File: src/design/lcar_pkg.sv
`timescale 1ns / 1ps
package lcar_pkg;

    localparam int COUNT_W    = 8;
    localparam int TARE_W     = 25;
    localparam int SLOPE_W    = 32;
    localparam int AVG_W      = 25;
    localparam int WEIGHT_W   = 32;
    localparam int CFG_IDX_W  = 2;
    localparam int CFG_DATA_W = 32;

    localparam logic [CFG_IDX_W-1:0] CFG_SAMPLE_COUNT = 2'd0;
    localparam logic [CFG_IDX_W-1:0] CFG_TARE_OFFSET  = 2'd1;
    localparam logic [CFG_IDX_W-1:0] CFG_SLOPE        = 2'd2;

    localparam logic [COUNT_W-1:0]        SAMPLE_COUNT_RST = 8'd20;
    localparam logic signed [TARE_W-1:0]  TARE_OFFSET_RST  = 25'sd0;
    localparam logic signed [SLOPE_W-1:0] SLOPE_RST        = 32'sd16777216;

    typedef struct packed {
        logic sck;
        logic word_done;
    } lcar_ctl_t;

endpackage

File: src/design/lcar_front.sv
`timescale 1ns / 1ps
module lcar_front #(
    parameter int DATA_BITS = 24
) (
    input  logic                  aclk,
    input  logic                  aresetn,
    input  logic                  in_fire,
    input  logic                  dout_level,
    output lcar_pkg::lcar_ctl_t   ctl,
    output logic [DATA_BITS-1:0]  word
);

    localparam int BC_W = $clog2(DATA_BITS + 2);
    localparam logic [BC_W-1:0] LAST_BIT = BC_W'(DATA_BITS);

    localparam logic [1:0] PH_IDLE = 2'd0;
    localparam logic [1:0] PH_HIGH = 2'd1;
    localparam logic [1:0] PH_LOW  = 2'd2;

    logic [1:0]           phase_reg, phase_next;
    logic [BC_W-1:0]      bit_cnt_reg, bit_cnt_next;
    logic [BC_W-1:0]      bit_cnt_inc;
    logic [DATA_BITS-1:0] shift_reg, shift_next;

    always_comb begin
        phase_next   = phase_reg;
        bit_cnt_next = bit_cnt_reg;
        shift_next   = shift_reg;
        bit_cnt_inc  = bit_cnt_reg + 1'b1;
        ctl          = '0;
        unique case (phase_reg)
            PH_HIGH: begin
                ctl.sck    = 1'b1;
                phase_next = PH_LOW;
            end
            PH_LOW: begin
                bit_cnt_next = bit_cnt_inc;
                if (bit_cnt_inc <= LAST_BIT) begin
                    shift_next = {shift_reg[DATA_BITS-2:0], dout_level};
                end
                if (bit_cnt_inc > LAST_BIT) begin
                    ctl.word_done = 1'b1;
                    phase_next    = PH_IDLE;
                end else begin
                    phase_next = PH_HIGH;
                end
            end
            PH_IDLE: begin
                if (!dout_level) begin
                    bit_cnt_next = '0;
                    shift_next   = '0;
                    phase_next   = PH_HIGH;
                end
            end
            default: begin
                phase_next = PH_IDLE;
            end
        endcase
    end

    assign word = shift_next;

    always_ff @(posedge aclk) begin
        if (!aresetn) begin
            phase_reg   <= PH_IDLE;
            bit_cnt_reg <= '0;
            shift_reg   <= '0;
        end else if (in_fire) begin
            phase_reg   <= phase_next;
            bit_cnt_reg <= bit_cnt_next;
            shift_reg   <= shift_next;
        end
    end

endmodule

File: src/design/lcar_queue.sv
`timescale 1ns / 1ps
module lcar_queue #(
    parameter int WIDTH = 26
) (
    input  logic             aclk,
    input  logic             aresetn,
    input  logic             push,
    input  logic [WIDTH-1:0] push_data,
    input  logic             pop,
    output logic             full,
    output logic             empty,
    output logic [WIDTH-1:0] head
);

    logic [WIDTH-1:0] mem_reg [2];
    logic             wr_ptr_reg, rd_ptr_reg;
    logic [1:0]       count_reg;

    assign full  = (count_reg == 2'd2);
    assign empty = (count_reg == 2'd0);
    assign head  = mem_reg[rd_ptr_reg];

    always_ff @(posedge aclk) begin
        if (push) begin
            mem_reg[wr_ptr_reg] <= push_data;
        end
    end

    always_ff @(posedge aclk) begin
        if (!aresetn) begin
            wr_ptr_reg <= 1'b0;
            rd_ptr_reg <= 1'b0;
            count_reg  <= 2'd0;
        end else begin
            if (push) begin
                wr_ptr_reg <= ~wr_ptr_reg;
            end
            if (pop) begin
                rd_ptr_reg <= ~rd_ptr_reg;
            end
            if (push && !pop) begin
                count_reg <= count_reg + 2'd1;
            end else if (pop && !push) begin
                count_reg <= count_reg - 2'd1;
            end
        end
    end

endmodule

File: src/design/lcar_back.sv
`timescale 1ns / 1ps
module lcar_back #(
    parameter int DATA_BITS       = 24,
    parameter int SLOPE_FRAC_BITS = 24
) (
    input  logic                                    aclk,
    input  logic                                    aresetn,
    input  logic                                    q_empty,
    input  lcar_pkg::lcar_ctl_t                     q_ctl,
    input  logic [DATA_BITS-1:0]                    q_word,
    output logic                                    q_pop,
    input  logic [lcar_pkg::COUNT_W-1:0]            sample_count,
    input  logic signed [lcar_pkg::TARE_W-1:0]      tare_offset,
    input  logic signed [lcar_pkg::SLOPE_W-1:0]     slope,
    input  logic                                    m_ready,
    output logic                                    m_valid,
    output logic                                    m_sck_level,
    output logic                                    m_sample_done,
    output logic signed [lcar_pkg::AVG_W-1:0]       m_average_value,
    output logic signed [lcar_pkg::WEIGHT_W-1:0]    m_weight
);

    localparam int CW      = lcar_pkg::COUNT_W;
    localparam int AW      = lcar_pkg::AVG_W;
    localparam int WW      = lcar_pkg::WEIGHT_W;
    localparam int SUM_W   = DATA_BITS + CW + 1;
    localparam int QW      = (SUM_W > AW + 1) ? SUM_W : AW + 1;
    localparam int STEP_W  = $clog2(QW + 1);
    localparam int DIFF_W  = AW + 1;
    localparam int PROD_W  = lcar_pkg::SLOPE_W + DIFF_W;

    localparam logic [2:0] ST_IDLE = 3'd0;
    localparam logic [2:0] ST_DIV  = 3'd1;
    localparam logic [2:0] ST_SAT  = 3'd2;
    localparam logic [2:0] ST_MUL  = 3'd3;
    localparam logic [2:0] ST_FIN  = 3'd4;

    logic [2:0]               state_reg, state_next;
    logic signed [SUM_W-1:0]  sum_reg, sum_next;
    logic [CW-1:0]            cnt_reg, cnt_next;
    logic [QW-1:0]            mag_reg, mag_next;
    logic [CW-1:0]            rem_reg, rem_next;
    logic [STEP_W-1:0]        step_reg, step_next;
    logic                     neg_reg, neg_next;
    logic                     sck_reg, sck_next;
    logic signed [AW-1:0]     avg_reg, avg_next;
    logic signed [WW-1:0]     weight_reg, weight_next;
    logic signed [DIFF_W-1:0] diff_reg, diff_next;
    logic signed [PROD_W-1:0] prod_reg, prod_next;

    logic                     out_valid_reg, out_valid_next;
    logic                     out_sck_reg, out_sck_next;
    logic                     out_done_reg, out_done_next;
    logic signed [AW-1:0]     out_avg_reg, out_avg_next;
    logic signed [WW-1:0]     out_weight_reg, out_weight_next;

    logic [CW-1:0]            n_eff;
    logic [CW-1:0]            cnt_inc;
    logic signed [SUM_W-1:0]  sum_add;
    logic signed [QW-1:0]     sum_q;
    logic [CW:0]              rem_shift;
    logic                     q_bit;
    logic signed [QW-1:0]     quot;
    logic signed [AW-1:0]     avg_sat;
    logic signed [PROD_W-1:0] shifted;
    logic signed [WW-1:0]     weight_sat;
    logic                     out_free;

    assign out_free = !out_valid_reg || m_ready;
    assign n_eff    = (sample_count == '0) ? CW'(1) : sample_count;
    assign cnt_inc  = cnt_reg + 1'b1;
    assign sum_add  = sum_reg - SUM_W'(signed'(q_word));
    assign sum_q    = QW'(sum_add);

    assign rem_shift = {rem_reg, mag_reg[QW-1]};
    assign q_bit     = (rem_shift >= {1'b0, n_eff});

    assign quot = neg_reg ? -signed'(mag_reg) : signed'(mag_reg);

    always_comb begin
        if ((&quot[QW-1:AW-1]) || !(|quot[QW-1:AW-1])) begin
            avg_sat = AW'(quot);
        end else if (quot[QW-1]) begin
            avg_sat = {1'b1, {(AW-1){1'b0}}};
        end else begin
            avg_sat = {1'b0, {(AW-1){1'b1}}};
        end
    end

    assign shifted = prod_reg >>> SLOPE_FRAC_BITS;

    always_comb begin
        if ((&shifted[PROD_W-1:WW-1]) || !(|shifted[PROD_W-1:WW-1])) begin
            weight_sat = WW'(shifted);
        end else if (shifted[PROD_W-1]) begin
            weight_sat = {1'b1, {(WW-1){1'b0}}};
        end else begin
            weight_sat = {1'b0, {(WW-1){1'b1}}};
        end
    end

    always_comb begin
        state_next      = state_reg;
        sum_next        = sum_reg;
        cnt_next        = cnt_reg;
        mag_next        = mag_reg;
        rem_next        = rem_reg;
        step_next       = step_reg;
        neg_next        = neg_reg;
        sck_next        = sck_reg;
        avg_next        = avg_reg;
        weight_next     = weight_reg;
        diff_next       = diff_reg;
        prod_next       = prod_reg;
        q_pop           = 1'b0;
        out_valid_next  = out_valid_reg && !m_ready;
        out_sck_next    = out_sck_reg;
        out_done_next   = out_done_reg;
        out_avg_next    = out_avg_reg;
        out_weight_next = out_weight_reg;

        unique case (state_reg)
            ST_IDLE: begin
                if (!q_empty && out_free) begin
                    q_pop = 1'b1;
                    if (q_ctl.word_done && (cnt_inc >= n_eff)) begin
                        sum_next   = '0;
                        cnt_next   = '0;
                        neg_next   = sum_q[QW-1];
                        mag_next   = sum_q[QW-1] ? QW'(-sum_q) : QW'(sum_q);
                        rem_next   = '0;
                        step_next  = STEP_W'(QW);
                        sck_next   = q_ctl.sck;
                        state_next = ST_DIV;
                    end else begin
                        if (q_ctl.word_done) begin
                            sum_next = sum_add;
                            cnt_next = cnt_inc;
                        end
                        out_valid_next  = 1'b1;
                        out_sck_next    = q_ctl.sck;
                        out_done_next   = 1'b0;
                        out_avg_next    = avg_reg;
                        out_weight_next = weight_reg;
                    end
                end
            end
            ST_DIV: begin
                rem_next  = q_bit ? CW'(rem_shift - {1'b0, n_eff}) : rem_shift[CW-1:0];
                mag_next  = {mag_reg[QW-2:0], q_bit};
                step_next = step_reg - 1'b1;
                if (step_reg == STEP_W'(1)) begin
                    state_next = ST_SAT;
                end
            end
            ST_SAT: begin
                avg_next   = avg_sat;
                diff_next  = DIFF_W'(avg_sat) - DIFF_W'(tare_offset);
                state_next = ST_MUL;
            end
            ST_MUL: begin
                prod_next  = PROD_W'(slope) * PROD_W'(diff_reg);
                state_next = ST_FIN;
            end
            ST_FIN: begin
                if (out_free) begin
                    weight_next     = weight_sat;
                    out_valid_next  = 1'b1;
                    out_sck_next    = sck_reg;
                    out_done_next   = 1'b1;
                    out_avg_next    = avg_reg;
                    out_weight_next = weight_sat;
                    state_next      = ST_IDLE;
                end
            end
            default: begin
                state_next = ST_IDLE;
            end
        endcase
    end

    always_ff @(posedge aclk) begin
        if (!aresetn) begin
            state_reg     <= ST_IDLE;
            sum_reg       <= '0;
            cnt_reg       <= '0;
            avg_reg       <= '0;
            weight_reg    <= '0;
            out_valid_reg <= 1'b0;
        end else begin
            state_reg     <= state_next;
            sum_reg       <= sum_next;
            cnt_reg       <= cnt_next;
            avg_reg       <= avg_next;
            weight_reg    <= weight_next;
            out_valid_reg <= out_valid_next;
        end
    end

    always_ff @(posedge aclk) begin
        mag_reg        <= mag_next;
        rem_reg        <= rem_next;
        step_reg       <= step_next;
        neg_reg        <= neg_next;
        sck_reg        <= sck_next;
        diff_reg       <= diff_next;
        prod_reg       <= prod_next;
        out_sck_reg    <= out_sck_next;
        out_done_reg   <= out_done_next;
        out_avg_reg    <= out_avg_next;
        out_weight_reg <= out_weight_next;
    end

    assign m_valid         = out_valid_reg;
    assign m_sck_level     = out_sck_reg;
    assign m_sample_done   = out_done_reg;
    assign m_average_value = out_avg_reg;
    assign m_weight        = out_weight_reg;

endmodule

File: src/design/load_cell_adc_reader_averager.sv
`timescale 1ns / 1ps
// Channel  | Ports                                               | Direction
// ---------+-----------------------------------------------------+----------
// s_       | s_valid, s_ready, s_dout_level                      | in
// m_       | m_valid, m_ready, m_sck_level, m_sample_done,       | out
//          | m_average_value, m_weight                           |
// cfg_     | cfg_wr_en, cfg_index, cfg_wdata                     | in
//
// An ordinary tick's result passes through the queue and then the output register; the front runs up to
// two ticks ahead of the back.
// The tick that closes an average passes a one-bit-per-cycle restoring divider, then saturate,
// multiply and output stages, before its result shows.
// Synchronous active-low reset clears control state and loads register defaults.
// Either side may stall independently; the two-entry queue and output register decouple them.
module load_cell_adc_reader_averager #(
    parameter int DATA_BITS       = 24,
    parameter int SLOPE_FRAC_BITS = 24
) (
    input  logic                                    aclk,
    input  logic                                    aresetn,
    input  logic                                    s_valid,
    output logic                                    s_ready,
    input  logic                                    s_dout_level,
    output logic                                    m_valid,
    input  logic                                    m_ready,
    output logic                                    m_sck_level,
    output logic                                    m_sample_done,
    output logic signed [lcar_pkg::AVG_W-1:0]       m_average_value,
    output logic signed [lcar_pkg::WEIGHT_W-1:0]    m_weight,
    input  logic                                    cfg_wr_en,
    input  logic [lcar_pkg::CFG_IDX_W-1:0]          cfg_index,
    input  logic [lcar_pkg::CFG_DATA_W-1:0]         cfg_wdata
);

    localparam int QUEUE_W = DATA_BITS + 2;

    logic [lcar_pkg::COUNT_W-1:0]        sample_count_reg;
    logic signed [lcar_pkg::TARE_W-1:0]  tare_offset_reg;
    logic signed [lcar_pkg::SLOPE_W-1:0] slope_reg;

    logic                  in_fire;
    lcar_pkg::lcar_ctl_t   front_ctl;
    logic [DATA_BITS-1:0]  front_word;
    logic                  q_full, q_empty, q_pop;
    logic [QUEUE_W-1:0]    q_head;
    lcar_pkg::lcar_ctl_t   q_ctl;
    logic [DATA_BITS-1:0]  q_word;

    always_ff @(posedge aclk) begin
        if (!aresetn) begin
            sample_count_reg <= lcar_pkg::SAMPLE_COUNT_RST;
            tare_offset_reg  <= lcar_pkg::TARE_OFFSET_RST;
            slope_reg        <= lcar_pkg::SLOPE_RST;
        end else if (cfg_wr_en) begin
            unique case (cfg_index)
                lcar_pkg::CFG_SAMPLE_COUNT: begin
                    sample_count_reg <= cfg_wdata[lcar_pkg::COUNT_W-1:0];
                end
                lcar_pkg::CFG_TARE_OFFSET: begin
                    tare_offset_reg <= cfg_wdata[lcar_pkg::TARE_W-1:0];
                end
                lcar_pkg::CFG_SLOPE: begin
                    slope_reg <= cfg_wdata[lcar_pkg::SLOPE_W-1:0];
                end
                default: begin
                end
            endcase
        end
    end

    assign s_ready = !q_full;
    assign in_fire = s_valid && s_ready;

    lcar_front #(
        .DATA_BITS (DATA_BITS)
    ) u_front (
        .aclk       (aclk),
        .aresetn    (aresetn),
        .in_fire    (in_fire),
        .dout_level (s_dout_level),
        .ctl        (front_ctl),
        .word       (front_word)
    );

    lcar_queue #(
        .WIDTH (QUEUE_W)
    ) u_queue (
        .aclk      (aclk),
        .aresetn   (aresetn),
        .push      (in_fire),
        .push_data ({front_ctl, front_word}),
        .pop       (q_pop),
        .full      (q_full),
        .empty     (q_empty),
        .head      (q_head)
    );

    assign q_ctl  = lcar_pkg::lcar_ctl_t'(q_head[QUEUE_W-1:DATA_BITS]);
    assign q_word = q_head[DATA_BITS-1:0];

    lcar_back #(
        .DATA_BITS       (DATA_BITS),
        .SLOPE_FRAC_BITS (SLOPE_FRAC_BITS)
    ) u_back (
        .aclk            (aclk),
        .aresetn         (aresetn),
        .q_empty         (q_empty),
        .q_ctl           (q_ctl),
        .q_word          (q_word),
        .q_pop           (q_pop),
        .sample_count    (sample_count_reg),
        .tare_offset     (tare_offset_reg),
        .slope           (slope_reg),
        .m_ready         (m_ready),
        .m_valid         (m_valid),
        .m_sck_level     (m_sck_level),
        .m_sample_done   (m_sample_done),
        .m_average_value (m_average_value),
        .m_weight        (m_weight)
    );

endmodule

File: config.mk
export PLATFORM = sky130hd
export DESIGN_NAME = load_cell_adc_reader_averager
export DESIGN_NICKNAME = d
export VERILOG_FILES = /design/src/design/lcar_pkg.sv /design/src/design/lcar_front.sv /design/src/design/lcar_queue.sv /design/src/design/lcar_back.sv /design/src/design/load_cell_adc_reader_averager.sv
export SDC_FILE = /design/constraint.sdc
export NUM_CORES = 2
export LEC_CHECK = 0
export ABC_AREA = 0
export BUFFER_PORTS_ARGS = -buffer_cell sky130_fd_sc_hd__buf_2
export CORE_MARGIN = 3
export CORE_UTILIZATION = 45
export DETAILED_ROUTE_END_ITERATION = 7
export GPL_ROUTABILITY_DRIVEN = 0
export GPL_TIMING_DRIVEN = 1
export SLEW_MARGIN = 25
export SYNTH_ARGS = -nofsm -noshare
export SYNTH_HDL_FRONTEND = slang
export SYNTH_SLANG_ARGS = --single-unit
File: constraint.sdc
create_clock -name aclk -period 10.7 [get_ports aclk]
set_clock_uncertainty 0.05 [all_clocks]
set_input_delay 1.07 -clock aclk [delete_from_list [all_inputs] [get_ports aclk]]
set_output_delay 1.07 -clock aclk [all_outputs]
set_load 0.02 [all_outputs]
==> flow_summary.json <==
{
  "status": "finished clean",
  "nets": 6488,
  "numPortBuffers": 100,
  "postSynthAreaPerCell_um2": 9.31,
  "cts_tree": "built",
  "leakage_uw": 0.0248,
  "p_per_area_nw_per_um2": 191,
  "path_clk_slew_ps": 70,
  "start_util": 0.457,
  "largest_register_ffs": 52,
  "top_level_ports": 101,
  "critical_path_peak_fanout": 17,
  "crit_required_ps": 11050,
  "maxSlewHeadroom": 0.280,
  "area_growth_syn_to_layout_pct": 7.46,
  "fin_crit_sh": 0.839,
  "crit_type": "reg2reg",
  "fmax_mhz": 111,
  "cts.sinks": 423,
  "synth_edf_count": 220,
  "synth-adder-area-share": 0.400,
  "track_usage": 0.241,
  "fin_crit_ps": 8980,
  "crit_chain": "buf_4, nand2_1, fa_1, fa_1, inv_1, fa_1, fa_1, fa_1, fa_1, inv_1, fa_1, inv_1, ha_1, nand4_1, nor4_2, o21ai_0, a211o_1, a31oi_1, o211ai_1, a21oi_1, nor2_1, o311ai_0",
  "grt_pass1_wl_um": 218000,
  "fin_tns_setup_ps": 0,
  "syn_nets": 6526,
  "hpwl_um": 104000,
  "critPathArrivalTime_ps": 9330,
  "fill_cells": 10400,
  "layout_commonest_cell": "inv_1",
  "die_w_um": 340,
  "grt_overflow": 0,
  "async_reset_ff_frac": 0,
  "ys_seq_area_frac": 0.213,
  "synth-xor-area-share": 0.0277,
  "synthCells": 5395,
  "std_cell_rows": 121,
  "drc": 0,
  "cts_hold_buf": 0,
  "clk_latency_ps": 680,
  "wl_per_cell_um": 19.7,
  "die_area_um2": 116000,
  "drv_cap": 0,
  "ys.flop_type": "edfxtp_1",
  "most-common-layout-cells": "inv_1, nand2_1, fa_1",
  "routed_wl_um": 136000,
  "synth-simple-area-share": 0.164,
  "end_kind": "flop",
  "ir_worst_vdd_uv": 193,
  "routed_via_density": 5.27,
  "clockRootBuffer": "clkbuf_16",
  "netlist-cell-type-count": 89,
  "fin_cells": 6875,
  "fp.dieH_um": 340,
  "post-place-cells": 6781,
  "power_uw": 10300,
  "route.vias.total": 36200,
  "numCtsBuffers": 50,
  "tightestPinTransition_ps": 1050,
  "synth_top_family_by_area": "adder cells",
  "ctsHtreeMaxLevel": 2,
  "rsz0062_at_grt": "no",
  "drt_iter0_markers": 2433,
  "utilization": 0.492,
  "drive_gt1_frac": 0.0582,
  "cts_buffer_depth": 3,
  "hold_path_class": "reg2reg",
  "firstDrtPassIters": 5,
  "grt_max_degree": 107,
  "start_kind": "flop",
  "synth_compound_area_frac": 0.0976,
  "slowest_delay_ps": 880,
  "post_cts_buffers": 0,
  "crit_top_cell": "fa_1",
  "antenna_left": 0,
  "antenna_found_initial": 6,
  "maxSlewViolCount": 0,
  "ys_ff_latch": 423,
  "setup_viol": 0,
  "fin_hold_ws_ps": 366,
  "postCtsResizedCells": 0,
  "core_um2": 110000,
  "hold_viol": 0,
  "regToRegSetupSlack_ps": 1720,
  "muxShareOfSynthArea": 0.00745,
  "syn-cell-area_um2": 50200,
  "critPathSlowestCell": "edfxtp_1",
  "ys_warn_count": 0,
  "first_global_vias": 38300
}
-- final timing paths --
| kind | end | depth (start not counted) | start |
|---|---|---|---|
| setup / recovery | u_back.prod_reg[50] | 22 | u_back.diff_reg[12] |
| hold / removal | u_back.m_average_value[18] | 0 | u_back.avg_reg[18] |
| setup reg to reg | u_back.prod_reg[50] | 22 | u_back.diff_reg[12] |
| hold reg to reg | u_back.m_average_value[18] | 0 | u_back.avg_reg[18] |
-- layout make-up --
cell class / instances / area, um2 / share of cell area
repair buffers: 185 / 1160 / 0.0215
flip-flops and latches: 423 / 10700 / 0.198
multi-input cells: 3757 / 35000 / 0.649
clock inverters: 28 / 362 / 0.00670
clock buffers: 65 / 1350 / 0.0250
diodes: 1 / 2.50 / 0.0000464
inverters: 940 / 3530 / 0.0654
well taps: 1476 / 1850 / 0.0342
-- layer usage --
metal,global-route usage,part of all wire
met1,0.309,0.41
met2,0.415,0.49
met3,0.0372,0.058
met4,0.0811,0.036
met5,0,0.00032
-- cells in the mapped netlist (all sizes together), types with 10 or more instances --
library cell  instances  share of area
inv                 939          0.070
nand2               860          0.064
fa                  856           0.34
and2                392          0.049
clkbuf              262          0.020
ha                  235          0.059
edfxtp              220           0.13
o21ai               213          0.021
dfxtp               203          0.081
nor2                189          0.014
a21oi               132          0.013
a21boi              118          0.018
xnor2               105          0.018
nand3                65         0.0065
a21o                 64         0.0096
xor2                 54         0.0094
nor2b                37         0.0046
mux2i                34         0.0068
nand2b               30         0.0039
nor3                 29         0.0029
a22o                 27         0.0047
a211oi               22         0.0036
nand4                21         0.0026
and3                 19         0.0024
o21a                 19         0.0029
o31ai                18         0.0029
o21bai               17         0.0027
nor4                 15         0.0022
o211ai               14         0.0021
buf                  13         0.0011
nand3b               13         0.0019
or4                  13         0.0021
a22oi                12         0.0018
a31oi                11         0.0015
nor3b                10         0.0015
o22ai                10         0.0012
or3                  10         0.0012
-- power by group --
| part | leakage (uW) | total (uW) | switching (uW) | internal [uW] |
|---|---|---|---|---|
| Clock | 0.000811 | 1770 | 746 | 1020 |
| Sequential | 0.00371 | 2370 | 137 | 2230 |
| Combinational | 0.0203 | 6150 | 3750 | 2410 |
-- logic make-up after synthesis --
| kind of cell | Yosys count |
|---|---|
| simple gates | 1729 |
| buf+inv | 1215 |
| fa+ha+maj | 1091 |
| compound gates | 741 |
| flops | 423 |
| xor+xnor | 159 |
| mux | 37 |
-- critical path, delay by kind of cell (launching register included) --
kind / cells / cell delay [ps]
AO/OA/AOI/OAI: 6 / 2170
flip-flops: 1 / 880
buffers and inverters: 4 / 540
AND/OR/NAND/NOR: 4 / 1050
adder cells (fa/ha/maj): 8 / 3960
-- through the flow --
| step | cell area [um2] | setup WS (ps) |
|---|---|---|
| global route | 53900 | 1280 |
| CTS | 53900 | 1640 |
| global placement | 52200 | 1610 |
| floorplan | 50200 | 3300 |
| finish | 53900 | 1720 |
| detailed placement | 52200 | 1740 |
Note: power is estimated with default switching activity, not from simulation.
